**src/rtl/nns_pkg.sv**
```systemverilog
package nns_pkg;

   // sizing of the reference set
   localparam int MAX_POINTS = 1024;
   localparam int DIMENSIONS = 3;
   localparam int IDX_W      = (MAX_POINTS > 1) ? $clog2(MAX_POINTS) : 1;
   localparam int COUNT_W    = $clog2(MAX_POINTS + 1);

   // field widths
   localparam int REQ_W     = 2;
   localparam int COORD_W   = 24;
   localparam int DIFF_W    = COORD_W + 1;
   localparam int SQ_W      = 2 * DIFF_W;
   localparam int DIST_W    = 52;
   localparam int MATCH_W   = 10;

   localparam logic [DIST_W-1:0] DIST_MAX = '1;

   // request codes
   typedef enum logic [REQ_W-1:0] {
      REQ_LOAD  = 2'd0,
      REQ_QUERY = 2'd1,
      REQ_CLEAR = 2'd2
   } req_code_type;

   // one stored reference point
   typedef struct packed {
      logic signed [COORD_W-1:0] x;
      logic signed [COORD_W-1:0] y;
      logic signed [COORD_W-1:0] z;
   } point_type;

   // controller to datapath
   typedef struct packed {
      logic load;
      logic clear;
      logic start;
      logic publish;
   } cmd_type;

   // datapath to controller
   typedef struct packed {
      logic busy;
      logic out_free;
   } status_type;

endpackage

```
**src/rtl/nns_ctrl.sv**
```systemverilog
module nns_ctrl (
   input  logic                          clock,
   input  logic                          reset,
   input  logic                          req_valid,
   output logic                          req_ready,
   input  logic [nns_pkg::REQ_W-1:0]     req_type,
   output nns_pkg::cmd_type              cmd,
   input  nns_pkg::status_type           status
);
   import nns_pkg::*;

   typedef enum logic [2:0] {
      ST_IDLE = 3'b001,
      ST_SCAN = 3'b010,
      ST_DONE = 3'b100
   } state_type;

   state_type state_ff;
   state_type state_in;

   // next state and commands
   always_comb begin
      state_in  = state_ff;
      cmd       = '0;
      req_ready = 1'b0;
      unique case (state_ff)
         ST_IDLE: begin
            req_ready = 1'b1;
            if (req_valid) begin
               unique case (req_type)
                  REQ_LOAD:  cmd.load  = 1'b1;
                  REQ_CLEAR: cmd.clear = 1'b1;
                  REQ_QUERY: begin
                     cmd.start = 1'b1;
                     state_in  = ST_SCAN;
                  end
                  default: ;
               endcase
            end
         end
         ST_SCAN: begin
            if (!status.busy) begin
               state_in = ST_DONE;
            end
         end
         ST_DONE: begin
            if (status.out_free) begin
               cmd.publish = 1'b1;
               state_in    = ST_IDLE;
            end
         end
         default: state_in = ST_IDLE;
      endcase
   end

   // state register
   always_ff @(posedge clock) begin
      if (reset) begin
         state_ff <= ST_IDLE;
      end else begin
         state_ff <= state_in;
      end
   end

endmodule

```
**config.mk**
```make
export PLATFORM = sky130hd
export DESIGN_NAME = nns_ctrl
export DESIGN_NICKNAME = d
export VERILOG_FILES = /design/src/rtl/nns_pkg.sv /design/src/rtl/nns_ctrl.sv
export SDC_FILE = /design/constraint.sdc
export NUM_CORES = 1
export LEC_CHECK = 0
export BUFFER_PORTS_ARGS = -buffer_cell sky130_fd_sc_hd__buf_2
export CAP_MARGIN = 20
export CORE_AREA = 2 2 39 41
export DETAILED_ROUTE_END_ITERATION = 10
export DIE_AREA = 0 0 41 43
export PLACE_DENSITY = 0.36
export SLEW_MARGIN = 15
export SYNTH_ARGS = -nofsm -noshare
export SYNTH_HDL_FRONTEND = slang
export SYNTH_SLANG_ARGS = --single-unit
```
**constraint.sdc**
```tcl
create_clock -name clock -period 2.35 [get_ports clock]
set_clock_uncertainty 0.1 [all_clocks]
set_input_delay 0.3525 -clock clock [delete_from_list [all_inputs] [get_ports clock]]
set_output_delay 0.3525 -clock clock [all_outputs]
set_load 0.01 [all_outputs]
```
==> flow_summary.json <==
{
  "cts_buffer_depth": 2,
  "antenna_found_initial": 0,
  "yosys_most_used_dff": "dfxtp_1",
  "row_count": 14,
  "drtIter0Drc": 0,
  "insertion_delay_ns": 0.23,
  "slew_headroom_pct": 77.5,
  "reg_top3": "state_ff: 3 flops",
  "crit_type": "register to output port",
  "regMostFlops": "state_ff",
  "grt_pass1_vias": 198,
  "core_area_sq_mm": 0.00138,
  "io_pins": 12,
  "n_antenna_cell": 0,
  "grt_max_degree": 10,
  "maxSlewViolCount": 0,
  "worstPathMaxFanout": 7,
  "die_area_sq_mm": 0.00176,
  "cts.sinks": 3,
  "period_share_pct": 71.7,
  "tightest_slew_ns": 0.336,
  "clockRootBuffer": "clkbuf_4",
  "grtUsageTotal_pct": 6.12,
  "syn_inst": 21,
  "netSwitchingPower_mw": 0.0376,
  "power.density_mw_per_mm2": 523,
  "cp.arrival_ns": 1.23,
  "synthTopCellsByCount": "dfxtp_1 (3), nor2_1 (2), nor3_2 (2), nor3b_2 (2)",
  "routabilityCongestion": 0.580,
  "worstHoldPathType": "primary input to register",
  "area_growth_pct": 42.9,
  "worstSetupStartpointType": "register",
  "drive_above_1_share_pct": 57.1,
  "yosys_warnings": 0,
  "final.setup.tns_ns": 0,
  "required_ns": 1.90,
  "grt_overflow": 0,
  "route.detailed.drc": 0,
  "ant_nets": 0,
  "vias_per_cell": 4.08,
  "ys_seq_area_share_pct": 27.4,
  "yosysTopAreaCellShare_pct": 27.4,
  "syn_area_per_cell_sq_um": 10.4,
  "fmax_ghz": 0.593,
  "hp-start": "reset",
  "synth_cell_type_count": 16,
  "post_cts_buffers": 0,
  "vias": 208,
  "grt_pass1_wl_microns": 676,
  "status": "finished clean",
  "cts_buffers": 3,
  "io_buffers": 11,
  "postCtsHoldBufs": 0,
  "clk_pin_slew_ns": 0.04,
  "power_frac_comb_pct": 11.6,
  "start_util_pct": 15.8,
  "largest_reg_flops": 3,
  "netlist_top_cells_area": "dfxtp_1 (27%), nor3b_2 (11%), nor3_2 (9.1%), nor4b_2 (6.9%), and4bb_1 (5.7%)",
  "yosys_register_bits": 3,
  "postRouteWirelength_microns": 470,
  "ctsResizeCount": 0,
  "die_h_microns": 43,
  "crit_path_end_kind": "output port",
  "r2r_slack_ns": 1.24,
  "pwr-share-seq_pct": 33.2,
  "async_flop_share_pct": 0,
  "cts_tree": "yes",
  "synth_fp_nets": 28,
  "r2r_cells": 3,
  "cp-endpoint": "cmd[3]",
  "drtPass1Iterations": 1,
  "reg2reg_from": "state_ff[2]",
  "synth_edf_count": 0,
  "switching_share_pct": 23.0,
  "nNetsFinal": 43,
  "cts_max_level": 1,
  "hpwlAfterDp_microns": 366,
  "hold_viol": 0,
  "drv_cap": 0,
  "p_leak_nw": 0.150,
  "netlist_area_sq_um": 219,
  "cp-startpoint": "state_ff[0]",
  "ir_drop_mv": 0.151,
  "finalSetupViolCount": 0,
  "yosysMostFrequentCell": "dfxtp_1",
  "die_w_microns": 41,
  "fin_crit_ns": 1.69,
  "rsz0062_at_grt": "no",
  "r2r-end": "state_ff[0]",
  "utilization_pct": 22.6,
  "power.internal_mw": 0.126,
  "yosysTopAreaCell": "dfxtp_1",
  "p_clk_share_pct": 55.2,
  "avgRoutedWirePerCell_microns": 9.22
}
## through the flow
| stage | power (mW) | hold slack [ns] | instances | setup WS (ns) | area [sq um] |
|---|---|---|---|---|---|
| after floorplan | 0.0640 | 0.323 | 21 | 0.904 | 219 |
| after global placement | 0.0741 | 0.457 | 47 | 0.915 | 287 |
| after detailed placement | 0.0743 | 0.453 | 47 | 0.904 | 287 |
| after CTS | 0.170 | 0.209 | 51 | 0.655 | 313 |
| after global routing | 0.173 | 0.230 | 51 | 0.578 | 313 |
| final | 0.164 | 0.218 | 51 | 0.664 | 313 |
## kinds of logic after synthesis
| family | Yosys count | synth area share (%) |
|---|---|---|
| buf+inv | 1 | 3.43 |
| simple gates | 13 | 56.6 |
| compound gates | 4 | 12.6 |
| flops | 3 | 27.4 |
## per-layer routing
metal / global-route usage (%) / vias to the layer above / wire length (microns)
met4: 6.00 / 0 / 0
met3: 3.14 / 0 / 38
met5: 0 / - / 0
li1: - / 109 / -
met1: 5.77 / 93 / 187
met2: 8.75 / 6 / 244
## worst max-delay path, stage by stage, from the launching register on
cell	delay, ns
dfxtp_1	0.42
nor3b_2	0.25
and4bb_1	0.21
buf_2	0.12
## power groups by stage
stage          Combinational [mW]  Clock (mW)  Sequential (mW)
6_report                   0.0189      0.0904           0.0543
5_1_grt                    0.0215      0.0972           0.0545
4_1_cts                    0.0192      0.0967           0.0543
3_5_place_dp               0.0192           0           0.0552
3_3_place_gp               0.0189           0           0.0551
2_1_floorplan              0.0103           0           0.0537
## layout make-up
class | instances | area, sq um
clock buffer | 4 | 26.3
sequential | 3 | 60.1
fill | 163 | 1070
multi-input combinational | 17 | 151
timing repair buffer | 11 | 55.1
tap | 16 | 20.0
## worst min path at each step
| stage | end | slack (ns) | depth (start not counted) |
|---|---|---|---|
| floorplan | state_ff[1] | 0.32 | 1 |
| global placement | state_ff[2] | 0.46 | 1 |
| detailed placement | state_ff[2] | 0.45 | 1 |
| CTS | state_ff[1] | 0.21 | 2 |
| global route | state_ff[1] | 0.23 | 2 |
| finish | state_ff[1] | 0.22 | 2 |
## layout by cell type, fill, tap and decap left out, drive strengths merged
cell	instances
nor2	2
a21o	1
clkbuf	4
and4bb	2
o21a	1
dfxtp	3
nor3	3
buf	11
a21oi	1
and4b	1
nor4b	1
nand3b	1
nand4b	1
o21bai	1
nor3b	2
Power figures use the tool's default switching activity.
